[src/hdl/utf8d_pkg.sv]
// shared types, constants and helpers for the utf-8 byte range decoder
`default_nettype none

package utf8d_pkg;

    localparam int RANGE_LEN_BITS = 24;
    localparam int BAL_W          = RANGE_LEN_BITS + 3;
    localparam int CODE_W         = 21;

    // lead pattern masks and match values
    localparam logic [7:0] LEAD1_MASK = 8'd128;
    localparam logic [7:0] LEAD2_MASK = 8'd224;
    localparam logic [7:0] LEAD2_VAL  = 8'd192;
    localparam logic [7:0] LEAD3_MASK = 8'd240;
    localparam logic [7:0] LEAD3_VAL  = 8'd224;
    localparam logic [7:0] LEAD4_MASK = 8'd248;
    localparam logic [7:0] LEAD4_VAL  = 8'd240;

    typedef enum logic [1:0] {
        STATUS_OK       = 2'd0,
        STATUS_LEAD_ERR = 2'd1,
        STATUS_LEN_ERR  = 2'd2
    } t_status;

    typedef struct packed {
        logic              emit;
        logic [CODE_W-1:0] code_point;
        logic              has_code;
        t_status           status;
        logic              range_end;
    } t_result;

    // announced length of a lead-pattern byte, zero when it has none
    function automatic logic [2:0] lead_len(input logic [7:0] b);
        logic [2:0] len;
        if ((b & LEAD1_MASK) == 8'd0)            len = 3'd1;
        else if ((b & LEAD2_MASK) == LEAD2_VAL)  len = 3'd2;
        else if ((b & LEAD3_MASK) == LEAD3_VAL)  len = 3'd3;
        else if ((b & LEAD4_MASK) == LEAD4_VAL)  len = 3'd4;
        else                                     len = 3'd0;
        return len;
    endfunction

endpackage

`default_nettype wire

[src/hdl/utf8_byte_range_decoder.sv]
// top level of the utf-8 byte range decoder: input stage, decode core, result register
`default_nettype none

// usage
//   slave channel: one byte of an encoded text range per item, tlast on the
//   range's final byte. master channel: zero or one result per byte, giving
//   a completed code point, a lead error, or the closing status of a range
//   (tlast set). a range whose closing status is a length mismatch must have
//   all of its codes discarded by the consumer.
// path: a byte is held in the input register, decoded by the core and captured
//   in the result register, from which its result is offered.
// throughput: one byte per cycle while results are taken; the decode state update is a
//   single shallow step per byte and the result register lets a new byte
//   in whenever the previous result is taken in the same cycle.
// stall: when the receiver holds tready low with a result waiting, the
//   input register keeps its byte and tready on the slave side drops once
//   that register is full; nothing is lost or repeated.
// reset: synchronous, active low; clears both valid flags and all range
//   state (pending count, accumulator, balance, stop and error flags).
module utf8_byte_range_decoder
    import utf8d_pkg::*;
(
    input  wire logic        i_clk,
    input  wire logic        i_rst_n,
    input  wire logic        i_s_axis_tvalid,
    output      logic        o_s_axis_tready,
    input  wire logic [7:0]  i_s_axis_tdata,   // [7:0] data_byte
    input  wire logic        i_s_axis_tlast,   // last_byte
    output      logic        o_m_axis_tvalid,
    input  wire logic        i_m_axis_tready,
    output      logic [23:0] o_m_axis_tdata,   // [20:0] code_point, [21] has_code, [23:22] status
    output      logic        o_m_axis_tlast    // range_end
);

    // input register
    logic       r_in_valid;
    logic [7:0] r_in_byte;
    logic       r_in_last;

    // result register
    logic              r_out_valid;
    logic [CODE_W-1:0] r_out_code;
    logic              r_out_has;
    t_status           r_out_status;
    logic              r_out_end;

    logic    out_free;
    logic    step;
    t_result res;

    // the result register can take a new value when empty or being drained
    assign out_free        = !r_out_valid || i_m_axis_tready;
    assign step            = r_in_valid && out_free;
    assign o_s_axis_tready = !r_in_valid || out_free;

    utf8d_core u_core (
        .i_clk       (i_clk),
        .i_rst_n     (i_rst_n),
        .i_step      (step),
        .i_data_byte (r_in_byte),
        .i_last_byte (r_in_last),
        .o_result    (res)
    );

    always_ff @(posedge i_clk) begin
        if (!i_rst_n) begin
            r_in_valid <= 1'b0;
        end else if (o_s_axis_tready) begin
            r_in_valid <= i_s_axis_tvalid;
        end
    end

    always_ff @(posedge i_clk) begin
        if (o_s_axis_tready && i_s_axis_tvalid) begin
            r_in_byte <= i_s_axis_tdata;
            r_in_last <= i_s_axis_tlast;
        end
    end

    always_ff @(posedge i_clk) begin
        if (!i_rst_n) begin
            r_out_valid <= 1'b0;
        end else if (out_free) begin
            r_out_valid <= r_in_valid && res.emit;
        end
    end

    always_ff @(posedge i_clk) begin
        if (step && res.emit) begin
            r_out_code   <= res.code_point;
            r_out_has    <= res.has_code;
            r_out_status <= res.status;
            r_out_end    <= res.range_end;
        end
    end

    assign o_m_axis_tvalid = r_out_valid;
    assign o_m_axis_tdata  = {r_out_status, r_out_has, r_out_code};
    assign o_m_axis_tlast  = r_out_end;

    // a result with no code mid-range can only be a lead error
    a_bare_is_err: assert property (@(posedge i_clk) disable iff (!i_rst_n)
        (r_out_valid && !r_out_has && !r_out_end) |-> (r_out_status == STATUS_LEAD_ERR))
        else $error("result without code or range end is not a lead error");

    // code field is zero unless a code point completed
    a_code_zero: assert property (@(posedge i_clk) disable iff (!i_rst_n)
        (r_out_valid && !r_out_has) |-> (r_out_code == '0))
        else $error("code point set without has_code");

    // a waiting byte is never dropped while the result side is blocked
    a_in_hold: assert property (@(posedge i_clk) disable iff (!i_rst_n)
        (r_in_valid && !out_free) |=> (r_in_valid && $stable(r_in_byte)))
        else $error("input byte lost during stall");

endmodule

`default_nettype wire

[src/hdl/utf8d_core.sv]
// per-range decode state and the single-byte decode step
`default_nettype none

module utf8d_core
    import utf8d_pkg::*;
(
    input  wire logic       i_clk,
    input  wire logic       i_rst_n,
    input  wire logic       i_step,
    input  wire logic [7:0] i_data_byte,
    input  wire logic       i_last_byte,
    output t_result         o_result
);

    logic [1:0]        r_pending, n_pending;
    logic [CODE_W-1:0] r_acc, n_acc;
    logic [BAL_W-1:0]  r_bal, n_bal;
    logic              r_stopped, n_stopped;
    logic              r_err, n_err;

    logic [2:0]        len;
    logic [CODE_W-1:0] payload;
    logic [CODE_W-1:0] acc_shift;
    logic              has;
    logic              emit;
    logic [CODE_W-1:0] code;
    t_status           status;

    always_comb begin
        len       = lead_len(i_data_byte);
        acc_shift = {r_acc[CODE_W-7:0], i_data_byte[5:0]};
        case (len)
            3'd1:    payload = {{(CODE_W-7){1'b0}}, i_data_byte[6:0]};
            3'd2:    payload = {{(CODE_W-5){1'b0}}, i_data_byte[4:0]};
            3'd3:    payload = {{(CODE_W-4){1'b0}}, i_data_byte[3:0]};
            default: payload = {{(CODE_W-3){1'b0}}, i_data_byte[2:0]};
        endcase

        n_stopped = r_stopped | (i_data_byte == 8'd0);
        n_err     = r_err;
        n_pending = r_pending;
        n_acc     = r_acc;
        has       = 1'b0;
        emit      = 1'b0;
        code      = '0;

        // balance: add announced length unless stopped, less one per byte
        n_bal = r_bal + (n_stopped ? {BAL_W{1'b0}} : {{(BAL_W-3){1'b0}}, len})
                - {{(BAL_W-1){1'b0}}, 1'b1};

        if (n_stopped) begin
            n_pending = 2'd0;
            n_acc     = '0;
        end else if (!r_err) begin
            if (r_pending != 2'd0) begin
                n_acc     = acc_shift;
                n_pending = r_pending - 2'd1;
                if (n_pending == 2'd0) begin
                    has   = 1'b1;
                    code  = acc_shift;
                    n_acc = '0;
                end
            end else if (len == 3'd0) begin
                n_err = 1'b1;
                emit  = 1'b1;
            end else if (len == 3'd1) begin
                has  = 1'b1;
                code = payload;
            end else begin
                n_acc     = payload;
                n_pending = 2'(len - 3'd1);
            end
        end

        if (has) begin
            emit = 1'b1;
        end

        if (i_last_byte) begin
            emit = 1'b1;
            if ((n_bal != '0) || (n_pending != 2'd0)) begin
                status = STATUS_LEN_ERR;
            end else begin
                status = n_err ? STATUS_LEAD_ERR : STATUS_OK;
            end
            // range closes: start afresh
            n_pending = 2'd0;
            n_acc     = '0;
            n_bal     = '0;
            n_stopped = 1'b0;
            n_err     = 1'b0;
        end else begin
            status = n_err ? STATUS_LEAD_ERR : STATUS_OK;
        end

        o_result.emit       = emit;
        o_result.code_point = code;
        o_result.has_code   = has;
        o_result.status     = status;
        o_result.range_end  = i_last_byte;
    end

    always_ff @(posedge i_clk) begin
        if (!i_rst_n) begin
            r_pending <= 2'd0;
            r_acc     <= '0;
            r_bal     <= '0;
            r_stopped <= 1'b0;
            r_err     <= 1'b0;
        end else if (i_step) begin
            r_pending <= n_pending;
            r_acc     <= n_acc;
            r_bal     <= n_bal;
            r_stopped <= n_stopped;
            r_err     <= n_err;
        end
    end

    // a closed range leaves no state behind
    a_range_clear: assert property (@(posedge i_clk) disable iff (!i_rst_n)
        (i_step && i_last_byte) |=> (r_bal == '0 && r_pending == 2'd0 && !r_err))
        else $error("state not cleared after range end");

    // once decoding has stopped no code point is in progress
    a_stop_no_pending: assert property (@(posedge i_clk) disable iff (!i_rst_n)
        r_stopped |-> (r_pending == 2'd0))
        else $error("code point pending after stop");

    // after a lead error nothing more is gathered
    a_err_no_pending: assert property (@(posedge i_clk) disable iff (!i_rst_n)
        r_err |-> (r_pending == 2'd0))
        else $error("code point pending after lead error");

endmodule

`default_nettype wire

[config.mk]
export PLATFORM = sky130hd
export DESIGN_NAME = utf8_byte_range_decoder
export DESIGN_NICKNAME = d
export VERILOG_FILES = /design/src/hdl/utf8d_pkg.sv /design/src/hdl/utf8_byte_range_decoder.sv /design/src/hdl/utf8d_core.sv
export SDC_FILE = /design/constraint.sdc
export NUM_CORES = 1
export LEC_CHECK = 0
export BUFFER_PORTS_ARGS = -buffer_cell sky130_fd_sc_hd__buf_2
export CORE_AREA = 2 2 115 117
export DETAILED_ROUTE_END_ITERATION = 7
export DIE_AREA = 0 0 117 119
export SLEW_MARGIN = 25
export SYNTH_ARGS = -nofsm -noshare
export SYNTH_HDL_FRONTEND = slang
export SYNTH_HIERARCHICAL = 1
export SYNTH_SLANG_ARGS = --single-unit
[constraint.sdc]
create_clock -name i_clk -period 9.4 [get_ports i_clk]
set_clock_uncertainty 0.2 [all_clocks]
set_input_delay 0.47 -clock i_clk [delete_from_list [all_inputs] [get_ports i_clk]]
set_output_delay 0.47 -clock i_clk [all_outputs]
set_load 0.02 [all_outputs]
After elaboration in Yosys (flattened, before gate mapping)

Index checks and enable logic that the tools add are counted.
W data, S select, Z words.

Register bits after elaboration: 82
Input port bits: 13
Output and inout port bits: 27
Logic and storage cells: 88

Add/subtract/negate cells: 4
Equality and inequality tests: 9
Mux-type cells: 43
Bitwise logic cells: 1
Reductions and logical operators: 18

Operators with widths:

| cell                    | number |
|---|---|
| $mux W15                | 7 |
| $mux W21                | 3 |
| $add A27 B27 Y27        | 1 |
| $mux W27                | 1 |
| $reduce_bool A27 Y1     | 1 |
| $sub A27 B1 Y27 const B | 1 |
| $pmux W7 S3             | 1 |
| $mux W1                 | 17 |
| $logic_not A8 Y1        | 2 |
| $mux W2                 | 8 |
| $mux W3                 | 5 |
| $ne A4 B2 Y1 const B    | 2 |
| $mux W7                 | 1 |
| $eq A3 B2 Y1 const B    | 2 |
| $eq A5 B5 Y1 const B    | 1 |
| $eq A4 B4 Y1 const B    | 1 |
| $logic_and A1 B1 Y1     | 4 |
| $reduce_and A4 Y1       | 1 |
| $reduce_bool A2 Y1      | 2 |
| $sub A2 B1 Y2 const B   | 2 |
| $eq A3 B1 Y1 const B    | 1 |
| $eq A3 B3 Y1 const B    | 1 |
| $logic_not A3 Y1        | 1 |
| $logic_or A1 B1 Y1      | 3 |
| other kinds (5)         | 6 |

Logic depth before layout (Yosys ltp)

Gate-level depths: netlist of run 1.

Depth after elaboration: 15
Mapped depth: 16

Modules after synthesis

The synthesis of run 1 kept the hierarchy.

By module, submodules not included:

| module                  | times used | cells an instance | area an instance (µm²) |
|---|---|---|---|
| utf8d_core              | 1          | 537               | 4060.1 |
| utf8_byte_range_decoder | 1          | 48                | 1141.1 |

Worst setup path after synthesis of run 1

Ideal clock, no wire load.

Path kind: reg-to-reg
From: register r_in_byte[7]
To: register r_out_status[1] (data pin)
Library setup time: 254 ps
Arrival: 3754 ps
Required time: 8946 ps
Slack: 5191 ps
Cell stages (with the launch flop): 16
Path buffers: 0
Clock period less this slack: 4209 ps
Cell sequence: edfxtp_1 > nor4_1 > a21oi_1 > nand2_1 > ha_1 > inv_1 > ha_1 > fa_1 > a21o_1 > a221oi_2 > o41ai_2 > or3_1 > a2111o_1 > nor4_2 > nand4_1 > o21a_1

RTL lines:

| item                     | RTL line                      | text |
|---|---|---|
| start: declaration       | utf8_byte_range_decoder.sv:37 | `logic [7:0] r_in_byte;` |
| start signal: assignment | utf8_byte_range_decoder.sv:75 | `r_in_byte <= i_s_axis_tdata;` |
| end signal: assignment   | utf8_byte_range_decoder.sv:92 | `r_out_status <= res.status;` |
| end: declaration         | utf8_byte_range_decoder.sv:44 | `t_status r_out_status;` |

==> results.json, run 1 <==
{
  "path_clk_slew_ns": 0.06,
  "yosysWarnings": 6,
  "grt_pass1_vias": 4307,
  "cpMaxStageDelayCell": "edfxtp_1",
  "routabilityCongestion": 0.961,
  "io_pins": 40,
  "dieArea_mm2": 0.0139,
  "power_uw": 1300,
  "ys_types": 77,
  "synth.top_cell.area_share_pct": 19.6,
  "fin_crit_ns": 4.65,
  "root_buffer": "clkbuf_16",
  "vdd_drop_max_uv": 142,
  "critPathArrivalTime_ns": 4.54,
  "grt_first_pass_wirelength_mm": 20.8,
  "fin_crit_sh_pct": 49.4,
  "cp_common_cell": "ha_1",
  "slew_viol_final": 0,
  "syn_to_final_growth_pct": 10.5,
  "grt_overflow": 0,
  "syn-instance-count": 585,
  "cts_made_buffers": 9,
  "finalHoldViolations": 0,
  "critical-path-top-delay-family": "compound AO/OA/AOI/OAI gates",
  "io_buffers": 39,
  "diodes": 0,
  "syn_area_mm2": 0.00520,
  "async_flop_share_pct": 0,
  "antenna_left": 0,
  "fp.coreArea_mm2": 0.0129,
  "synth_area_leaders": "edfxtp_1 20%, dfxtp_1 18%, ha_1 7.7%, and2_1 5.2%, nand2_1 3.7%",
  "nFillCells": 1274,
  "slew_headroom_pct": 42.4,
  "required_ns": 9.29,
  "ys_seq_area_share_pct": 38.1,
  "cpPeakStageDelay_ns": 0.47,
  "grt_use_total_pct": 18.9,
  "clk_latency_ns": 0.34,
  "fin_setup_tns_ns": 0,
  "drc": 0,
  "tightest_slew_ns": 0.861,
  "hold_ws_ns": 0.110,
  "finalWirelength_mm": 12.4,
  "ys_ff_latch": 82,
  "antenna_found_initial": 0,
  "vias_per_cell": 5.51,
  "synth_top_area_cell": "edfxtp_1",
  "fin_ws_ns": 4.75,
  "status": "finished, final reports clean",
  "die_h_um": 119,
  "post_drt_wl_per_cell_um": 15.6,
  "cp_cell_sequence": "nor4_1 > a21oi_1 > nand2_1 > ha_1 > inv_1 > ha_1 > fa_1 > a21o_1 > a221oi_2 > o41ai_2 > or3_1 > a2111o_1 > nor4_2 > nand4_1 > o21a_1",
  "cp-end-kind": "register",
  "fin_nets": 657,
  "critPathBufInv": 1,
  "rsz0062_at_grt": "no",
  "dp_hpwl_mm": 9.26,
  "drt_iter0_drc": 352,
  "hold_class": "input port to register",
  "dpl_cell_area_mm2": 0.00548,
  "grt_max_degree": 49,
  "cts.sinks": 82,
  "die_w_um": 117,
  "postCtsHoldBufs": 0,
  "start_kind": "register",
  "htreeDepth": 3,
  "via_count": 4367,
  "ys.flop_type": "dfxtp_1",
  "fin_area_mm2": 0.00575,
  "p_leak_uw": 0.00229,
  "syn_area_per_cell_um2": 8.89,
  "maxCapViolCount": 0,
  "synth_edf_count": 34,
  "post_cts_buffers": 0,
  "clock_path_buffers": 2,
  "criticalPathCategory": "register to register",
  "rows": 42,
  "finalSetupViolCount": 0,
  "ctsResizeCount": 0,
  "first_pass_iters": 5,
  "start_util_pct": 40.4,
  "max_clock_freq_mhz": 215,
  "drive_gt1_share_pct": 13.0,
  "cts_tree": "yes",
  "place_ws_ns": 4.77,
  "power.density_mw_per_mm2": 226,
  "critPathMaxFanout": 8,
  "synth_nets": 631
}
[area by class of cell]
cell class              count  area, µm²  share of cell area, %
well taps                 176        220                   3.83
clock inverters             5       32.5                  0.566
multi-input cells         430       2900                   50.4
clock buffers              11        233                   4.05
inverters                  47        176                   3.07
flip-flops and latches     82       1980                   34.5
repair buffers             41        210                   3.66
[state kept, by name (all words and copies together) (netlist names)]
register / cells
r_in_last: 1
u_core/r_bal: 27
r_out_has: 1
u_core/r_acc: 15
r_out_status: 2
o_m_axis_tlast: 1
r_in_valid: 1
o_m_axis_tvalid: 1
u_core/r_err: 1
r_in_byte: 8
u_core/r_stopped: 1
r_out_code: 21
u_core/r_pending: 2
[metrics by stage]
stage | cells | util, %
final | 792 | 44.7
after global routing | 792 | 44.7
after CTS | 792 | 44.6
after detailed placement | 776 | 42.6
after global placement | 776 | 42.6
after floorplan | 585 | -
[final timing paths]
path                                        start               end  slack, ns  cells past startpoint
worst max register to register       r_in_byte[7]   r_out_status[1]       4.75                     15
worst max-delay path                 r_in_byte[7]   r_out_status[1]       4.75                     15
worst min-delay path            i_s_axis_tdata[1]      r_in_byte[1]       0.11                      1
worst min register to register   u_core/r_acc[11]  u_core/r_acc[11]       0.25                      2
[worst reg2reg max path, cell delays in order, from the launching register on]
cell      delay (ns)
edfxtp_1        0.47
nor4_1          0.08
a21oi_1         0.44
nand2_1         0.11
ha_1            0.30
inv_1           0.04
ha_1            0.22
fa_1            0.41
a21o_1          0.23
a221oi_2        0.37
o41ai_2         0.17
or3_1           0.35
a2111o_1        0.44
nor4_2          0.21
nand4_1         0.16
o21a_1          0.20
[per-layer routing]
metal | GRT usage, % | vias up | routed length, µm
met3 | 3.97 | 13 | 506
met2 | 32.8 | 113 | 6200
met4 | 4.71 | 0 | 145
met1 | 23.5 | 2069 | 5530
li1 | - | 2172 | -
met5 | 0 | - | 0
[layout by cell type, fill, tap and decap left out, drive strengths merged, types with 8 or more instances in the layout]
| master | netlist | layout |
|---|---|---|
| nor2b | 14 | 14 |
| dfxtp | 48 | 48 |
| nor3 | 10 | 10 |
| inv | 47 | 47 |
| xnor2 | 11 | 11 |
| a21o | 12 | 12 |
| a21oi | 38 | 38 |
| o22ai | 13 | 13 |
| nor2 | 36 | 36 |
| nand2 | 51 | 51 |
| ha | 32 | 32 |
| nand3 | 24 | 24 |
| edfxtp | 34 | 34 |
| o21a | 8 | 8 |
| a21boi | 16 | 16 |
| buf | 11 | 41 |
| and2 | 44 | 44 |
| clkbuf | 15 | 11 |
| o21ai | 22 | 22 |
[power by group]
part / switching [µW] / internal, µW / leakage, µW / total [µW]
Clock: 139 / 178 / 0.000125 / 317
Sequential: 14.8 / 394 / 0.000709 / 409
Combinational: 343 / 228 / 0.00146 / 572
[synth_stat cells (4+ instances only)]
library cell and count:
a211oi_1 4, a21boi_0 7, a21boi_1 9, a21o_1 11
a21oi_1 35, a22oi_1 7, a31oi_1 6, and2_1 43
buf_4 5, buf_6 5, clkbuf_1 15, dfxtp_1 48
edfxtp_1 34, ha_1 32, inv_1 46, nand2_1 51
nand3_1 24, nand4_1 4, nor2_1 36, nor2b_1 13
nor3_1 10, nor4_1 5, o2111ai_1 4, o211ai_1 6
o21a_1 7, o21ai_0 17, o21ai_1 5, o22ai_1 13
or3_1 5, xnor2_1 11
[cell families (layout without fill, tap and decap cells)]
| group | Yosys count | after routing | synth area share (%) |
|---|---|---|---|
| and+or+nand+nor | 210 | 210 | 21.2 |
| AOI/OAI and AO/OA | 171 | 171 | 23.5 |
| DFF | 82 | 82 | 38.1 |
| buffers and inverters | 73 | 104 | 6.35 |
| adders and majority gates | 33 | 33 | 8.08 |
| xor gates and xnor gates | 13 | 13 | 2.19 |
| muxes | 3 | 3 | 0.577 |
No activity file was read; power rests on OpenSTA's default activity.
==> run 2, diff against run 1 <==
Clock period 9.4 ns to 4.85 ns, I/O delays scaled along.
==> results.json, run 2 (synthesized netlist as in run 1, its figures left out) <==
{
  "syn_to_final_growth_pct": 13.4,
  "fin_setup_tns_ns": 0,
  "clockPowerShare_pct": 26.8,
  "antenna_left": 0,
  "fin_crit_sh_pct": 92.2,
  "swShare_pct": 37.6,
  "required_ns": 4.76,
  "post_drt_wl_per_cell_um": 15.8,
  "drc": 0,
  "first_pass_iters": 5,
  "top_regs": "u_core/r_bal: 27 flops, r_out_code: 21 flops, u_core/r_acc: 15 flops",
  "drt_iter0_drc": 280,
  "ctsResizeCount": 0,
  "largest_reg_flops": 27,
  "cts_made_buffers": 9,
  "regMostFlops": "u_core/r_bal",
  "dieArea_mm2": 0.0139,
  "start_kind": "register",
  "status": "finished, final reports clean",
  "power.density_mw_per_mm2": 442,
  "cts.sinks": 82,
  "cp-end-kind": "register",
  "via_count": 4390,
  "root_buffer": "clkbuf_16",
  "finalSetupViolCount": 0,
  "clock_path_buffers": 2,
  "final_common_cell": "nand2_1",
  "power_frac_comb_pct": 42.8,
  "routabilityCongestion": 0.966,
  "hold_class": "input port to register",
  "fin_crit_ns": 4.47,
  "utilization_pct": 45.8,
  "criticalPathCategory": "register to register",
  "vdd_drop_max_uv": 213,
  "tightest_slew_ns": 0.871,
  "critPathArrivalTime_ns": 4.38,
  "dp_hpwl_mm": 9.37,
  "max_clock_freq_mhz": 224,
  "total_switching_power_uw": 982,
  "cts_tree": "yes",
  "grt_use_total_pct": 19.5,
  "fp.coreArea_mm2": 0.0129,
  "critPathMaxFanout": 8,
  "grt_max_degree": 49,
  "vias_per_cell": 5.47,
  "grt_overflow": 0,
  "io_pins": 40,
  "p_leak_uw": 0.00236,
  "postCtsHoldBufs": 10,
  "rsz0062_at_grt": "no",
  "grt_first_pass_wirelength_mm": 21.1,
  "die_w_um": 117,
  "finalHoldViolations": 0,
  "sequentialPowerShare_pct": 30.3,
  "clk_latency_ns": 0.35,
  "hold_ws_ns": 0.0381,
  "diodes": 0,
  "rows": 42,
  "path_clk_slew_ns": 0.06,
  "slew_headroom_pct": 41.7,
  "slew_viol_final": 0,
  "io_buffers": 39,
  "fin_nets": 668,
  "start_util_pct": 40.4,
  "antenna_found_initial": 0,
  "drive_gt1_share_pct": 13.4,
  "final_cell_mix": "51 x nand2_1, 48 x dfxtp_1, 46 x inv_1",
  "maxCapViolCount": 0,
  "grt_pass1_vias": 4305,
  "die_h_um": 119,
  "finalWirelength_mm": 12.7,
  "internal-power_uw": 1630,
  "post_cts_buffers": 0,
  "htreeDepth": 3
}
==> run 2: per-layer routing <==
layer / vias up / global-route usage [%] / routed length [µm]
met4: 0 / 6.62 / 211
met2: 110 / 33.7 / 6300
met5: - / 0 / 0
met3: 18 / 4.02 / 548
li1: 2193 / - / -
met1: 2069 / 23.8 / 5650
==> run 2: power groups by stage <==
stage                     Combinational [µW]  Clock [µW]  Sequential [µW]
after floorplan                          859           0              812
after global placement                  1090           0              806
after detailed placement                1100           0              806
after CTS                               1110         715              791
after global routing                    1230         750              797
final                                   1120         700              791
==> run 2: worst paths after layout <==
path	from	end	slack (ns)	depth (start not counted)
setup / recovery	r_in_byte[7]	r_out_status[1]	0.38	14
hold / removal	i_m_axis_tready	o_m_axis_tvalid	0.04	3
setup reg to reg	r_in_byte[7]	r_out_status[1]	0.38	14
hold reg to reg	u_core/r_acc[9]	u_core/r_acc[9]	0.25	2
==> run 2: final cells by class <==
cell class / instances / area [µm²]
Clock buffer: 11 / 243
Clock inverter: 5 / 61.3
Fill cell: 1243 / 6980
Inverter: 47 / 176
Multi-Input combinational cell: 430 / 2900
Sequential cell: 82 / 1980
Tap cell: 176 / 220
Timing Repair Buffer: 52 / 318
==> run 2: worst max-delay path: stages (launching register included) <==
cell	delay [ns]
edfxtp_1	0.47
nand2_1	0.12
nor3_1	0.40
nand2_1	0.12
ha_1	0.29
inv_1	0.06
fa_1	0.45
a21o_1	0.23
a221oi_2	0.38
o41ai_2	0.16
or3_1	0.35
a2111o_1	0.43
nor4_2	0.22
nand4_1	0.14
o21a_1	0.19
==> run 2: per-stage QoR <==
stage	instances	area, µm²	setup slack, ns	total power (µW)
final	803	5900	0.380	2610
after detailed placement	777	5490	0.384	1900
after floorplan	585	5200	0.641	1670
after CTS	803	5890	0.379	2610
after global placement	777	5490	0.516	1900
after global routing	803	5900	0.0468	2780
